### src/rtl/lget_pkg.sv
// Shared types, constants and the luma function for the luma gradient edge block.
// No dependencies; imported by every module in rtl/.
package lget_pkg;

   // Field and register widths
   localparam int PIX_W       = 8;
   localparam int WIDTH_W     = 12;
   localparam int HEIGHT_W    = 13;
   localparam int THRESH_W    = 8;
   localparam int ROW_W       = 12;
   localparam int CSR_IDX_W   = 2;
   localparam int CSR_DATA_W  = 13;
   localparam int LUMA_W      = 24;
   localparam int TDATA_W     = 24;

   // Frame limits and defaults
   localparam int DEF_MAX_WIDTH = 2048;
   localparam int MAX_HEIGHT    = 4096;
   localparam int QUEUE_DEPTH   = 4;

   localparam logic [WIDTH_W-1:0]  WIDTH_RST  = WIDTH_W'(640);
   localparam logic [HEIGHT_W-1:0] HEIGHT_RST = HEIGHT_W'(480);
   localparam logic [THRESH_W-1:0] THRESH_RST = THRESH_W'(30);

   // BT.601 weights in 8.16, summing to 65536
   localparam logic [LUMA_W-1:0] W_RED   = LUMA_W'(19595);
   localparam logic [LUMA_W-1:0] W_GREEN = LUMA_W'(38470);
   localparam logic [LUMA_W-1:0] W_BLUE  = LUMA_W'(7471);

   // Register indexes on the csr port
   typedef enum logic [CSR_IDX_W-1:0] {
      CSR_IMAGE_WIDTH    = 2'd0,
      CSR_IMAGE_HEIGHT   = 2'd1,
      CSR_EDGE_THRESHOLD = 2'd2
   } csr_index_type;

   typedef struct packed {
      logic [PIX_W-1:0] red;
      logic [PIX_W-1:0] green;
      logic [PIX_W-1:0] blue;
   } pixel_type;

   localparam pixel_type EDGE_PIX = '{red: '0, green: '0, blue: '0};
   localparam pixel_type FLAT_PIX = '{red: '1, green: '1, blue: '1};

   // Per-pixel control carried down the pipeline
   typedef struct packed {
      logic valid;
      logic x_last;     // rightmost column
      logic has_above;  // not the top row: the pixel above is due
      logic is_bottom;  // bottom row: the pixel itself is due
   } ctl_type;

   // One queue entry: the one or two results a pixel causes, in order
   typedef struct packed {
      pixel_type first_pix;
      logic      first_last;
      logic      has_second;
      pixel_type second_pix;
      logic      second_last;
   } entry_type;

   function automatic logic [LUMA_W-1:0] luma_of(input pixel_type p);
      logic [LUMA_W-1:0] r;
      logic [LUMA_W-1:0] g;
      logic [LUMA_W-1:0] b;
      r = LUMA_W'(p.red) * W_RED;
      g = LUMA_W'(p.green) * W_GREEN;
      b = LUMA_W'(p.blue) * W_BLUE;
      luma_of = r + g + b;
   endfunction

endpackage

### src/rtl/lget_out_queue.sv
// Result queue: holds per-pixel entries and sends their one or two results as beats.
// Depends on lget_pkg (entry_type, pixel_type).
module lget_out_queue
   import lget_pkg::*;
#(
   parameter int DEPTH = QUEUE_DEPTH,
   parameter int CNT_W = $clog2(QUEUE_DEPTH + 1)
) (
   input  logic               clock,
   input  logic               reset,
   input  logic               push,
   input  entry_type          push_entry,
   output logic               rsp_tvalid,
   input  logic               rsp_tready,
   output logic [TDATA_W-1:0] rsp_tdata,
   output logic               rsp_tlast,
   output logic [CNT_W-1:0]   count
);

   localparam int PTR_W = (DEPTH > 1) ? $clog2(DEPTH) : 1;

   entry_type        slots [DEPTH];
   logic [PTR_W-1:0] wr_ptr_ff, wr_ptr_in;
   logic [PTR_W-1:0] rd_ptr_ff, rd_ptr_in;
   logic [CNT_W-1:0] count_ff, count_in;
   logic             sel_ff, sel_in;

   entry_type head;
   pixel_type out_pix;
   logic      beat;
   logic      pop;

   assign head = slots[rd_ptr_ff];

   // Head entry: first result, then the second if there is one
   always_comb begin
      rsp_tvalid = (count_ff != '0);
      out_pix    = sel_ff ? head.second_pix : head.first_pix;
      rsp_tlast  = sel_ff ? head.second_last : head.first_last;
      rsp_tdata  = {out_pix.blue, out_pix.green, out_pix.red};
      beat       = rsp_tvalid && rsp_tready;
      pop        = beat && (sel_ff || !head.has_second);
   end

   // Pointer, count and result select
   always_comb begin
      wr_ptr_in = wr_ptr_ff;
      rd_ptr_in = rd_ptr_ff;
      sel_in    = sel_ff;
      count_in  = count_ff;
      if (push) begin
         wr_ptr_in = (wr_ptr_ff == PTR_W'(DEPTH - 1)) ? '0 : wr_ptr_ff + PTR_W'(1);
      end
      if (pop) begin
         rd_ptr_in = (rd_ptr_ff == PTR_W'(DEPTH - 1)) ? '0 : rd_ptr_ff + PTR_W'(1);
         sel_in    = 1'b0;
      end else if (beat) begin
         sel_in = 1'b1;
      end
      if (push && !pop) begin
         count_in = count_ff + CNT_W'(1);
      end else if (pop && !push) begin
         count_in = count_ff - CNT_W'(1);
      end
   end

   always_ff @(posedge clock) begin
      if (reset) begin
         wr_ptr_ff <= '0;
         rd_ptr_ff <= '0;
         count_ff  <= '0;
         sel_ff    <= 1'b0;
      end else begin
         wr_ptr_ff <= wr_ptr_in;
         rd_ptr_ff <= rd_ptr_in;
         count_ff  <= count_in;
         sel_ff    <= sel_in;
      end
   end

   // Entry storage
   always_ff @(posedge clock) begin
      if (push) begin
         slots[wr_ptr_ff] <= push_entry;
      end
   end

   assign count = count_ff;

   // Credit at the input must keep a free slot for every pushed entry
   a_push_room: assert property (@(posedge clock) disable iff (reset)
      push |-> (count_ff < CNT_W'(DEPTH)))
      else $error("result queue written while full");

   // The second result is only ever selected on a two-result head
   a_sel_pair: assert property (@(posedge clock) disable iff (reset)
      sel_ff |-> (rsp_tvalid && head.has_second))
      else $error("second result selected without a pair");

endmodule

### config.mk
export PLATFORM = sky130hd
export DESIGN_NAME = lget_out_queue
export DESIGN_NICKNAME = d
export VERILOG_FILES = /design/src/rtl/lget_pkg.sv /design/src/rtl/lget_out_queue.sv
export SDC_FILE = /design/constraint.sdc
export NUM_CORES = 1
export LEC_CHECK = 0
export BUFFER_PORTS_ARGS = -buffer_cell sky130_fd_sc_hd__buf_2
export CORE_ASPECT_RATIO = 0.5
export CORE_MARGIN = 2
export CORE_UTILIZATION = 30
export DETAILED_ROUTE_END_ITERATION = 8
export PLACE_DENSITY = 0.5
export SETUP_SLACK_MARGIN = 0.2
export SLEW_MARGIN = 0
export SYNTH_ARGS = -nofsm -noshare
export SYNTH_HDL_FRONTEND = slang
export SYNTH_SLANG_ARGS = --single-unit
### constraint.sdc
create_clock -name clock -period 4 [get_ports clock]
set_input_delay 0.4 -clock clock [delete_from_list [all_inputs] [get_ports clock]]
set_output_delay 0.4 -clock clock [all_outputs]
set_load 0.02 [all_outputs]
==> summary.md <==
| Metric | Value |
|---|---|
| Layout Nets | `511` |
| M2 GR Usage | `0.183` |
| Final Hold Viols | `0` |
| Dpl hpwl | `9150 um` |
| CP Max Fanout | `32` |
| Hold/Removal Path Class | `in -> reg` |
| Grt peak-use layer | `met2` |
| Post-Synthesis Cell Area | `8350 um2` |
| Insertion delay to the later sink of the worst-skew pair | `490 ps` |
| Leading cell type in the layout, fill and taps excluded | `edfxtp_1` |
| H-tree levels | `1` |
| Wirelength per Cell | `18.6 um` |
| Final setup vio count | `0` |
| DRC errors left | `0` |
| GRT overflow | `0` |
| WHS Path Cells | `1` |
| Max Buffers Root-to-Sink | `3` |
| Arrival @ worst endpoint | `2710 ps` |
| Vias | `3,693` |
| Crit path cell chain | `buf_12 -> mux4_1 -> mux2_2 -> buf_2` |
| Met1 Use GR | `0.147` |
| WP depth | `4` |
| Static Leakage | `3.33 nW` |
| Post-CTS setup buffer count | `0` |
| RSZ-0062 raised after global routing | `no` |
| Drt via density | `4.37` |
| Critical path buffers and inverters | `2` |
| DRT iter0 DRCs | `174` |
| ANT cells | `0` |
| Initial core utilization | `0.303` |
| Slowest CP cell | `dfxtp_2` |
| Outcome | `finished clean` |
| CP endpoint kind | `output pin` |
| Row cnt | `43` |
| Syn_area_per_cell | `23.9 um2` |
| Die area | `29,300 um2` |
| Peak supply drop | `0.000217 V` |
| Sequential share of power | `0.475` |
| Yosys cell types | `24` |
| Vias in the first global route | `3,923` |
| GR Layer Usage met3 | `0.0208` |
| Core area | `27,500 um2` |
| Post_cts resized | `0` |
| Total Power | `5.62 mW` |
| # placed instances | `807` |
| Register area share after synthesis | `0.757` |
| Reg2reg setup slack | `1380 ps` |
| Synth Warn # | `0` |
| Die Y-Extent | `122 um` |
| Worst Path Required | `3600 ps` |
| Reg2Reg Depth | `10` |
| Transition time of the tightest slew-check pin | `834 ps` |
| Area delta synth->final | `18.5%` |
| Switching Fraction | `0.255` |
| Comb pwr share | `0.187` |
| #FFs+latches synth | `214` |
| Die width | `240 um` |
| CP delay by family, top | `multiplexers` |
| Total global-route track usage | `0.109` |
| Final WL | `15,700 um` |
| Clk pwr share | `0.338` |
| FILL cells | `2,592` |
| Mapped Cells | `350` |
| Post-CTS Hold Fix Bufs | `0` |
| Slowest cell delay on critical path | `760 ps` |
| HP Start | `push_entry[46]` |
| Post-route ant nets | `0` |
| Worst Hold End | `slots[3][46]$_DFFE_PP_` |
| Initial antenna violation count | `1` |
| Ports | `84` |
| Fmax | `322 MHz` |
| Most frequent cells in the layout | `edfxtp_1, buf_2, mux4_1` |
| Critical path startpoint category | `flip-flop` |
| Setup TNS | `0 ps` |
| Clk slew on worst S/H paths | `60 ps` |
| Proportion of layout cells with a drive suffix above 1 | `0.326` |
| Skew final | `8.22 ps` |
| Kind of critical path | `reg -> out` |
| Reg-to-Reg End | `count[2]$_SDFFE_PP0P_` |
| Net switching power | `1.43 mW` |
| Sinks on the clock net | `214` |
| Fin crit share | `0.776` |
| Final cell count without fillers | `845` |
| Area post-placement | `9230 um2` |
| First-pass GRT wire length | `23,800 um` |
| CTS tree | `built` |
| Slew HR | `0.444` |
| Largest net degree at the start of global routing | `52` |
| Pre-antenna DRT Iters | `4` |
| Minimum clock period | `3110 ps` |
| Max Cap Violations | `0` |
| Fin. max-slew vios | `0` |
| Clk root buf | `clkbuf_16` |
| CTS Buf Count | `22` |
| Syn_nets | `412` |
| Routability cong. | `0.688` |
| Port bufs | `83` |
| Internal power | `4.19 mW` |
| Pwr Density | `568 nW/um2` |
| Design area | `9900 um2` |
registers in the layout, summed over array words and instances, names as in the netlist, named ones only:
signal and count:
wr_ptr_ff 2, rd_ptr_ff 2, sel_ff 1, slots 204
count 3
power groups by stage:
stage	sequential [mW]	combinational (mW)	clock (mW)
finish	2.67	1.05	1.90
global route	2.69	1.15	2.06
CTS	2.68	1.08	1.95
detailed placement	2.72	1.08	0
global placement	2.72	1.08	0
floorplan	2.67	0.792	0
worst max-delay path by stage:
stage	from	to
after floorplan	count[1]$_SDFFE_PP0P_	count[2]$_SDFFE_PP0P_
after global placement	flip-flop	count[2]$_SDFFE_PP0P_
after detailed placement	flip-flop	count[2]$_SDFFE_PP0P_
after CTS	flip-flop	rsp_tlast
after global routing	flip-flop	rsp_tlast
final	flip-flop	rsp_tlast
kinds of logic after synthesis:
| kind of cell | share of synthesized area |
|---|---|
| flip-flops | 0.757 |
| multiplexers | 0.198 |
| AND/OR/NAND/NOR | 0.0133 |
| buffers and inverters | 0.0145 |
| adder cells (fa/ha/maj) | 0.0114 |
| AO/OA/AOI/OAI | 0.00315 |
| XOR/XNOR | 0.00210 |
final cells by class:
cell class	instances	area [um2]	share of cell area
multi-input cells	116	1910	0.193
clock buffers	28	594	0.0600
well taps	382	478	0.0483
flip-flops and latches	214	6330	0.639
clock inverters	10	71.3	0.00721
inverters	4	15.0	0.00152
repair buffers	91	500	0.0506
routing by layer:
| metal | routed length, um | share of wire | up-vias |
|---|---|---|---|
| met2 | 7680 | 0.49 | 50 |
| met5 | 13 | 0.00083 | - |
| met3 | 501 | 0.032 | 23 |
| li1 | - | - | 1701 |
| met1 | 7270 | 0.46 | 1917 |
| met4 | 270 | 0.017 | 2 |
per-stage QoR:
stage          worst slack (ps)  utilization  hold slack [ps]
6_report                    895        0.359              120
5_1_grt                     778        0.359              104
4_1_cts                     831        0.359             96.4
3_5_place_dp               1310        0.335              499
3_3_place_gp               1340        0.335              492
2_1_floorplan              1610            -              468
Yosys cell counts:
cell type,instances,area share
buf_2,1,0.00060
nor2_1,7,0.0031
buf_1,1,0.00045
dfxtp_1,10,0.024
clkbuf_1,8,0.0036
or4_1,1,0.00090
or2_2,1,0.00075
inv_1,4,0.0018
fa_1,1,0.0024
nand2_1,1,0.00045
ha_1,6,0.0090
or3_1,2,0.0015
mux2i_1,6,0.0072
a21oi_1,2,0.0012
nor3_1,1,0.00060
nand2b_1,3,0.0022
buf_6,6,0.0081
mux2_2,25,0.034
xor2_1,2,0.0021
and2_1,5,0.0037
o22ai_1,1,0.00075
o21ai_0,2,0.0012
edfxtp_1,204,0.73
mux4_1,50,0.16
(Power assumes the default switching activity.)
