[config.mk]
export PLATFORM = sky130hd
export DESIGN_NAME = lget_edge_eval
export DESIGN_NICKNAME = d
export VERILOG_FILES = /design/src/rtl/lget_pkg.sv /design/src/rtl/lget_edge_eval.sv
export SDC_FILE = /design/constraint.sdc
export NUM_CORES = 1
export LEC_CHECK = 0
export BUFFER_PORTS_ARGS = -buffer_cell sky130_fd_sc_hd__buf_2
export CAP_MARGIN = 0
export CORE_ASPECT_RATIO = 1.2
export CORE_MARGIN = 1
export CORE_UTILIZATION = 50
export DETAILED_ROUTE_END_ITERATION = 10
export GPL_TIMING_DRIVEN = 0
export PLACE_DENSITY_LB_ADDON = 0.1
export SLEW_MARGIN = 10
export SYNTH_ARGS = -nofsm -noshare
export SYNTH_HDL_FRONTEND = slang
export SYNTH_SLANG_ARGS = --single-unit
[constraint.sdc]
create_clock -name clock -period 19.9 [get_ports clock]
set_input_delay 3.98 -clock clock [delete_from_list [all_inputs] [get_ports clock]]
set_output_delay 3.98 -clock clock [all_outputs]
set_load 0.005 [all_outputs]
[src/rtl/lget_pkg.sv]
// Shared types, constants and the luma function for the luma gradient edge block.
// No dependencies; imported by every module in rtl/.
package lget_pkg;

   // Field and register widths
   localparam int PIX_W       = 8;
   localparam int WIDTH_W     = 12;
   localparam int HEIGHT_W    = 13;
   localparam int THRESH_W    = 8;
   localparam int ROW_W       = 12;
   localparam int CSR_IDX_W   = 2;
   localparam int CSR_DATA_W  = 13;
   localparam int LUMA_W      = 24;
   localparam int TDATA_W     = 24;

   // Frame limits and defaults
   localparam int DEF_MAX_WIDTH = 2048;
   localparam int MAX_HEIGHT    = 4096;
   localparam int QUEUE_DEPTH   = 4;

   localparam logic [WIDTH_W-1:0]  WIDTH_RST  = WIDTH_W'(640);
   localparam logic [HEIGHT_W-1:0] HEIGHT_RST = HEIGHT_W'(480);
   localparam logic [THRESH_W-1:0] THRESH_RST = THRESH_W'(30);

   // BT.601 weights in 8.16, summing to 65536
   localparam logic [LUMA_W-1:0] W_RED   = LUMA_W'(19595);
   localparam logic [LUMA_W-1:0] W_GREEN = LUMA_W'(38470);
   localparam logic [LUMA_W-1:0] W_BLUE  = LUMA_W'(7471);

   // Register indexes on the csr port
   typedef enum logic [CSR_IDX_W-1:0] {
      CSR_IMAGE_WIDTH    = 2'd0,
      CSR_IMAGE_HEIGHT   = 2'd1,
      CSR_EDGE_THRESHOLD = 2'd2
   } csr_index_type;

   typedef struct packed {
      logic [PIX_W-1:0] red;
      logic [PIX_W-1:0] green;
      logic [PIX_W-1:0] blue;
   } pixel_type;

   localparam pixel_type EDGE_PIX = '{red: '0, green: '0, blue: '0};
   localparam pixel_type FLAT_PIX = '{red: '1, green: '1, blue: '1};

   // Per-pixel control carried down the pipeline
   typedef struct packed {
      logic valid;
      logic x_last;     // rightmost column
      logic has_above;  // not the top row: the pixel above is due
      logic is_bottom;  // bottom row: the pixel itself is due
   } ctl_type;

   // One queue entry: the one or two results a pixel causes, in order
   typedef struct packed {
      pixel_type first_pix;
      logic      first_last;
      logic      has_second;
      pixel_type second_pix;
      logic      second_last;
   } entry_type;

   function automatic logic [LUMA_W-1:0] luma_of(input pixel_type p);
      logic [LUMA_W-1:0] r;
      logic [LUMA_W-1:0] g;
      logic [LUMA_W-1:0] b;
      r = LUMA_W'(p.red) * W_RED;
      g = LUMA_W'(p.green) * W_GREEN;
      b = LUMA_W'(p.blue) * W_BLUE;
      luma_of = r + g + b;
   endfunction

endpackage

[src/rtl/lget_edge_eval.sv]
// Luma and threshold stage: registers three lumas, then builds the result entry.
// Depends on lget_pkg (luma_of, ctl_type, entry_type).
module lget_edge_eval
   import lget_pkg::*;
(
   input  logic                clock,
   input  logic                reset,
   input  ctl_type             s1_ctl,
   input  pixel_type           s1_cur,
   input  pixel_type           above_pix,
   input  pixel_type           right_pix,
   input  logic [THRESH_W-1:0] edge_threshold,
   output logic                s2_valid,
   output logic                push,
   output entry_type           push_entry
);

   ctl_type           s2_ctl_ff;
   pixel_type         s2_above_ff;
   pixel_type         s2_cur_ff;
   logic [LUMA_W-1:0] la_ff;
   logic [LUMA_W-1:0] lr_ff;
   logic [LUMA_W-1:0] lb_ff;

   logic [LUMA_W-1:0] limit;
   logic [LUMA_W-1:0] diff_right;
   logic [LUMA_W-1:0] diff_below;
   logic              is_edge;
   pixel_type         res_above;
   pixel_type         res_own;

   // Control of the second stage
   always_ff @(posedge clock) begin
      if (reset) begin
         s2_ctl_ff <= '0;
      end else begin
         s2_ctl_ff <= s1_ctl;
      end
   end

   // Lumas of the pixel above, its right neighbour and the pixel below
   always_ff @(posedge clock) begin
      s2_above_ff <= above_pix;
      s2_cur_ff   <= s1_cur;
      la_ff       <= luma_of(above_pix);
      lr_ff       <= luma_of(right_pix);
      lb_ff       <= luma_of(s1_cur);
   end

   // Absolute differences against the threshold in 8.16
   always_comb begin
      limit      = {edge_threshold, 16'h0000};
      diff_right = (la_ff > lr_ff) ? la_ff - lr_ff : lr_ff - la_ff;
      diff_below = (la_ff > lb_ff) ? la_ff - lb_ff : lb_ff - la_ff;
      is_edge    = (diff_right > limit) || (diff_below > limit);
   end

   // Result of the pixel above, then the bottom-row pass-through
   always_comb begin
      res_above = s2_ctl_ff.x_last ? s2_above_ff : (is_edge ? EDGE_PIX : FLAT_PIX);
      res_own   = s2_ctl_ff.x_last ? FLAT_PIX : s2_cur_ff;

      push_entry.first_pix   = s2_ctl_ff.has_above ? res_above : res_own;
      push_entry.first_last  = s2_ctl_ff.has_above ? 1'b0 : s2_ctl_ff.x_last;
      push_entry.has_second  = s2_ctl_ff.has_above && s2_ctl_ff.is_bottom;
      push_entry.second_pix  = res_own;
      push_entry.second_last = s2_ctl_ff.x_last;

      push = s2_ctl_ff.valid && (s2_ctl_ff.has_above || s2_ctl_ff.is_bottom);
   end

   assign s2_valid = s2_ctl_ff.valid;

endmodule

==> results of run 1 <==
## worst max-delay path by stage
stage	to	slack, ns	cells after the start
floorplan	lr_ff[23]	9.19	29
detailed placement	push_entry[44]	7.95	15
finish	push_entry[44]	7.84	15
global route	push_entry[44]	7.45	25
global placement	push_entry[44]	7.91	15
CTS	push_entry[44]	7.93	15
## final cells by class
type,count,area share (%)
plain buffers,54,0.8546
clock buffers,20,1.503
clock inverters,11,0.6483
inverters,735,9.283
multi-input cells,2134,74.04
flip-flops and latches,124,8.352
well taps,712,2.997
repair buffers,138,2.324
## per-layer routing
| metal | vias up | track usage, % | share of wire (%) |
|---|---|---|---|
| li1 | 10270 | - | - |
| met4 | 0 | 10.31 | 3.5 |
| met1 | 10530 | 37.52 | 44 |
| met3 | 114 | 3.527 | 4.9 |
| met5 | - | 0 | 0 |
| met2 | 618 | 49.90 | 48 |
## critical path, stage by stage
cell and delay, ns:
sky130_fd_sc_hd__buf_2 0.08, sky130_fd_sc_hd__inv_1 0.10, sky130_fd_sc_hd__ha_1 0.33, sky130_fd_sc_hd__nand4_1 0.10, sky130_fd_sc_hd__nor3_1 0.33, sky130_fd_sc_hd__o2111ai_1 0.20
sky130_fd_sc_hd__nor4_1 0.35, sky130_fd_sc_hd__o221ai_1 0.19, sky130_fd_sc_hd__a2111oi_0 0.78, sky130_fd_sc_hd__o2111ai_1 0.30, sky130_fd_sc_hd__a21oi_1 0.40, sky130_fd_sc_hd__o22ai_2 0.29
sky130_fd_sc_hd__buf_2 0.28, sky130_fd_sc_hd__o211ai_1 0.10, sky130_fd_sc_hd__buf_2 0.26
## metrics by stage
step	setup WS, ns	instance area (um2)	hold WS [ns]	utilization, %
final	7.844	29720	3.734	55.05
after global routing	7.447	29720	3.738	55.05
after CTS	7.933	29720	3.706	55.05
after detailed placement	7.954	29080	4.197	53.86
after global placement	7.909	29080	4.187	53.86
after floorplan	9.186	27500	4.008	-
## cells in the final DEF, fill, tap and decap left out, types with 16 or more instances in the layout
cell	netlist	final
sky130_fd_sc_hd__inv_1	735	735
sky130_fd_sc_hd__ha_1	585	585
sky130_fd_sc_hd__fa_1	361	361
sky130_fd_sc_hd__buf_2	20	158
sky130_fd_sc_hd__a21oi_1	155	155
sky130_fd_sc_hd__dfxtp_1	124	124
sky130_fd_sc_hd__nor2_1	122	122
sky130_fd_sc_hd__nand2_1	114	114
sky130_fd_sc_hd__xnor2_1	109	109
sky130_fd_sc_hd__o21ai_0	84	84
sky130_fd_sc_hd__a21o_1	58	58
sky130_fd_sc_hd__nor3_1	49	49
sky130_fd_sc_hd__nand3_1	39	39
sky130_fd_sc_hd__o21a_1	38	38
sky130_fd_sc_hd__xor2_1	34	34
sky130_fd_sc_hd__nor2b_1	31	31
sky130_fd_sc_hd__nand2b_1	31	31
sky130_fd_sc_hd__o211ai_1	30	30
sky130_fd_sc_hd__clkbuf_1	25	27
sky130_fd_sc_hd__nand4_1	23	23
sky130_fd_sc_hd__a31oi_1	17	17
sky130_fd_sc_hd__clkbuf_16	0	17
sky130_fd_sc_hd__o21bai_1	16	16
## cells by family after synthesis
| family | count (synthesis) | share of synthesized area, % |
|---|---|---|
| muxes | 19 | 0.7188 |
| buffers and inverters | 789 | 10.96 |
| adders and majority gates | 946 | 52.90 |
| and+or+nand+nor | 490 | 8.863 |
| AOI/OAI and AO/OA | 536 | 12.99 |
| xor gates and xnor gates | 143 | 4.554 |
| DFF | 124 | 9.027 |
## cells in the mapped netlist, drive strengths merged, types with 29 or more instances
| cell | instances | area [um2] |
|---|---|---|
| inv | 735 | 2759 |
| ha | 585 | 7320 |
| fa | 361 | 7227 |
| a21oi | 158 | 824.5 |
| dfxtp | 124 | 2482 |
| nor2 | 122 | 457.9 |
| nand2 | 115 | 434.2 |
| xnor2 | 109 | 954.7 |
| o21ai | 89 | 445.4 |
| a21o | 58 | 435.4 |
| nor3 | 49 | 245.2 |
| nand3 | 39 | 195.2 |
| o21a | 38 | 285.3 |
| xor2 | 34 | 297.8 |
| nand2b | 31 | 193.9 |
| nor2b | 31 | 193.9 |
| o211ai | 31 | 237.7 |
| buf | 29 | 160.2 |
## flip-flops by register name, summed over array words and instances, names as in the netlist
name,flops
la_ff,24
lb_ff,24
lr_ff,24
s2_above_ff,24
s2_cur_ff,24
s2_ctl_ff,2
push_entry,1
s2_valid,1
==> run metrics, run 1 <==
Num CTS Buffers 17; Initial Utilization 50.93%; total global-route track usage 29.04%; final routed DRC violation total 0; per-instance average area after synthesis 9.025 um2; type of element capturing the critical path output port; Placed Instances 3,897; area added between synthesis and finish 8.076%; sink of the worst hold path s2_ctl_ff[1]; number of DRC violations after detailed-routing iteration 0 1,268; Post-DRT Antenna Nets 0; Final setup violation count 0; H-Tree Level Count 4; Highest Clock Rate 82.95 MHz; post-layout net count 4,236; Fin Setup TNS 0 ns; required time reported for the critical path endpoint 15.92 ns; final cycle utilization of the critical path 60.58%; result of the run finished, final reports clean; via count of the first global-routing pass 22,680; post_cts resized 0; Setup Fix Bufs, Post-CTS 0; IO buf count 138; Antenna diodes 0; number of hold violations in the final report 0; Arr. time, crit path 8.08 ns; HPWL after DPL 69.24 mm; worst rel slew slack 34.89%; area of the core region 0.05399 mm2; wire per inst 20.05 um; final critical delay including setup and external delays 12.06 ns; number of max-slew violations in the final report 0; wire length of the first global-routing pass 124.2 mm; post-synth net total 4,079; row count 93; first-pass iteration count of the detailed router 5; Top Ports 139; share of cells above drive strength 1 7.152%; Max FO, Critical Path 10; maximum number of pins on one net before global-route repair 17; average vias per placed instance 5.483; routability congestion estimate 1.009; critical setup path kind primary input to output port; clock transition at the registers of the reported paths 0.06 ns; initial antenna violation count 1; critical path startpoint edge_threshold[7]; flip-flop and latch count after synthesis 124; number of sinks on the clock net 124; gate count after technology mapping 3,047; global-route congestion overflow total 0; Hold Path Depth 2; number of enable-type register cells in the synthesized netlist 0; type of the worst min-delay path primary input to flop; Least-Margin Pin Slew 0.9521 ns; area of combinational cells with multiple inputs 0.02200 mm2; post-layout instance count excluding filler cells 3,928; die width 216.1 um; predominant post-synthesis flop cell sky130_fd_sc_hd__dfxtp_1; TritonCTS clock tree done; number of warning messages in the yosys log 0; Filler cells 5,074; share of flip-flops with an asynchronous set or reset 0%; hold buffer count at cts 0; count of vias placed by the detailed router 21,540; distinct cell type count of the synthesized netlist 86; combined area of all synthesized cells 0.02750 mm2; area of all sequential standard cells 0.002482 mm2; unrepaired setup endpoints after global routing no; die area 0.05595 mm2; die height 258.9 um; max_cap viols 0; Bufs on Longest Clock Path 2; final routed wirelength across all metal layers 78.76 mm; sequential element share of the synthesized area 9.027%; root buffer cell sky130_fd_sc_hd__clkbuf_16; type of element launching the critical path primary input; HP Start reset
Power of run 1 is left out: the tool's default activity adds up to more than one toggle a clock period on the data nets, which glitch-free logic cannot reach.
==> inputs of run 2 (changes only) <==
ABC_AREA = 1   (was not set)
clock period = 11.6 ns   (was 19.9 ns; I/O delays follow)
==> run metrics, run 2 <==
result of the run finished, violations left; violations in the final reports DRC; per-instance average area after synthesis 8.068 um2 (-11%); wire per inst 17.20 um (-14%); global-route congestion overflow total 0 (unchanged); post-synth net total 4,571 (+12%); count of vias placed by the detailed router 22,260 (+3.3%); Antenna diodes 0 (unchanged); final routed wirelength across all metal layers 76.28 mm (-3.1%); final cycle utilization of the critical path 79.22%; Setup Fix Bufs, Post-CTS 0 (unchanged); maximum number of pins on one net before global-route repair 17 (unchanged); via count of the first global-routing pass 23,140 (+2.1%); hold buffer count at cts 0 (unchanged); total global-route track usage 27.53% (-1.5 points); TritonCTS clock tree done; IO buf count 138 (unchanged); most frequent cells in the layout sky130_fd_sc_hd__inv_1, sky130_fd_sc_hd__ha_1, sky130_fd_sc_hd__nand2_1; clock transition at the registers of the reported paths 0.06 ns (about the same); worst rel slew slack 64.45% (+30 points); share of flip-flops with an asynchronous set or reset 0% (unchanged); flip-flop and latch count after synthesis 124 (unchanged); Final setup violation count 0 (unchanged); gate count after technology mapping 3,539 (+16%); Fin Setup TNS 0 ns (unchanged); Arr. time, crit path 9.48 ns (+1.40 ns); average vias per placed instance 5.018 (-8.5%); post-synthesis cell type with the largest combined area sky130_fd_sc_hd__ha_1; Max FO, Critical Path 8 (-2); Synth top area share 25.63% (-0.98 points); wire length of the first global-routing pass 122.9 mm (-1.0%); type of the worst min-delay path primary input to flop; area of the core region 0.05622 mm2 (+4.1%); root buffer cell sky130_fd_sc_hd__clkbuf_16; Placed Instances 4,404 (+13%); Bufs on Longest Clock Path 2 (unchanged); unrepaired setup endpoints after global routing no; predominant post-synthesis flop cell sky130_fd_sc_hd__dfxtp_1; Num CTS Buffers 17 (unchanged); final critical delay including setup and external delays 9.189 ns; post-layout net count 4,728 (+12%); H-Tree Level Count 4 (unchanged); Initial Utilization 50.79% (-0.15 points); type of element launching the critical path primary input; first-pass iteration count of the detailed router 9 (+4); most common library cell in the layout ignoring fill and taps sky130_fd_sc_hd__inv_1; routability congestion estimate 1.018 (+0.95%); number of sinks on the clock net 124 (unchanged); initial antenna violation count 1 (unchanged); die height 263.8 um (+1.9%); most used standard cell by instance count after synthesis sky130_fd_sc_hd__inv_1; share of cells above drive strength 1 7.846% (+0.69 points); Highest Clock Rate 108.8 MHz; type of element capturing the critical path flop; required time reported for the critical path endpoint 11.89 ns (-4.03 ns); die area 0.05807 mm2 (+3.8%); critical setup path kind primary input to flop; Least-Margin Pin Slew 0.5284 ns (-0.4237 ns); number of DRC violations after detailed-routing iteration 0 936 (-26%); Top Ports 139 (unchanged); number of max-slew violations in the final report 0 (unchanged); row count 95 (+2.2%); sequential element share of the synthesized area 8.694% (-0.33 points); Post-DRT Antenna Nets 0 (unchanged); synth cell count leaders sky130_fd_sc_hd__inv_1, sky130_fd_sc_hd__ha_1, sky130_fd_sc_hd__nand2_1; top cells by area in the synthesized netlist sky130_fd_sc_hd__ha_1, sky130_fd_sc_hd__fa_1, sky130_fd_sc_hd__inv_1, sky130_fd_sc_hd__dfxtp_1, sky130_fd_sc_hd__nand2_1; number of enable-type register cells in the synthesized netlist 0 (unchanged); Max stage delay cell, worst path sky130_fd_sc_hd__fa_1; post_cts resized 0 (unchanged); HPWL after DPL 68.75 mm (-0.71%); area added between synthesis and finish 7.800%; largest stage delay on the critical path 0.53 ns (-0.25 ns); max_cap viols 0 (unchanged); die width 220.2 um (+1.9%); distinct cell type count of the synthesized netlist 51 (-41%); number of warning messages in the yosys log 0 (unchanged); number of hold violations in the final report 0 (unchanged); post-layout instance count excluding filler cells 4,436 (+13%); combined area of all synthesized cells 0.02855 mm2 (+3.8%); final routed DRC violation total 1 (+1)
-- run 2: worst paths after layout --
kind,start,endpoint,slack (ns),cells past startpoint
hold / removal,reset,s2_valid,2.09,2
setup / recovery,s1_cur[14],lb_ff[23],2.41,31
-- run 2: kinds of logic after synthesis --
kind of cell             after synthesis  synth area share (%)
buffers and inverters                938                 12.56
flip-flops                           124                 8.694
XOR/XNOR                             139                 4.264
adder cells (fa/ha/maj)              946                 50.94
AO/OA/AOI/OAI                        430                 9.088
multiplexers                           2               0.07011
AND/OR/NAND/NOR                      960                 14.38
-- run 2: final cells by class --
class,count,area (um2)
Fill cell,5581,25440
Multi-Input combinational cell,2477,22480
Inverter,907,3407
Sequential cell,124,2482
Tap cell,727,909.6
Timing Repair Buffer,138,690.7
Clock buffer,17,425.4
Clock inverter,15,201.4
Buffer,31,180.2
-- run 2: worst max-delay path, delay by kind of cell --
family                     cells  cell delay (ns)
xor gates and xnor gates       2             0.52
buffers and inverters          5             0.44
AOI/OAI and AO/OA              5             1.37
adders and majority gates      9             3.90
and+or+nand+nor               10             0.92
-- run 2: per-layer routing --
metal  part of all wire [%]  up-vias  wire (um)  global-route usage [%]
met5                      0        -          0                       0
met4                    2.5        0       1938                   7.381
met3                    3.0       77       2254                   1.773
met1                     43    10550      33110                   34.60
li1                       -    11300          -                       -
met2                     51      333      38980                   50.28
-- run 2: metrics by stage --
step	cell area (um2)	hold slack (ns)	utilization (%)	setup slack [ns]
after floorplan	28550	2.348	-	3.109
after CTS	30780	2.070	54.75	2.410
after global placement	30150	2.522	53.63	2.022
after global routing	30780	2.089	54.75	1.822
final	30780	2.086	54.75	2.411
after detailed placement	30150	2.528	53.63	1.957
Power of run 2 is left out for the same reason.
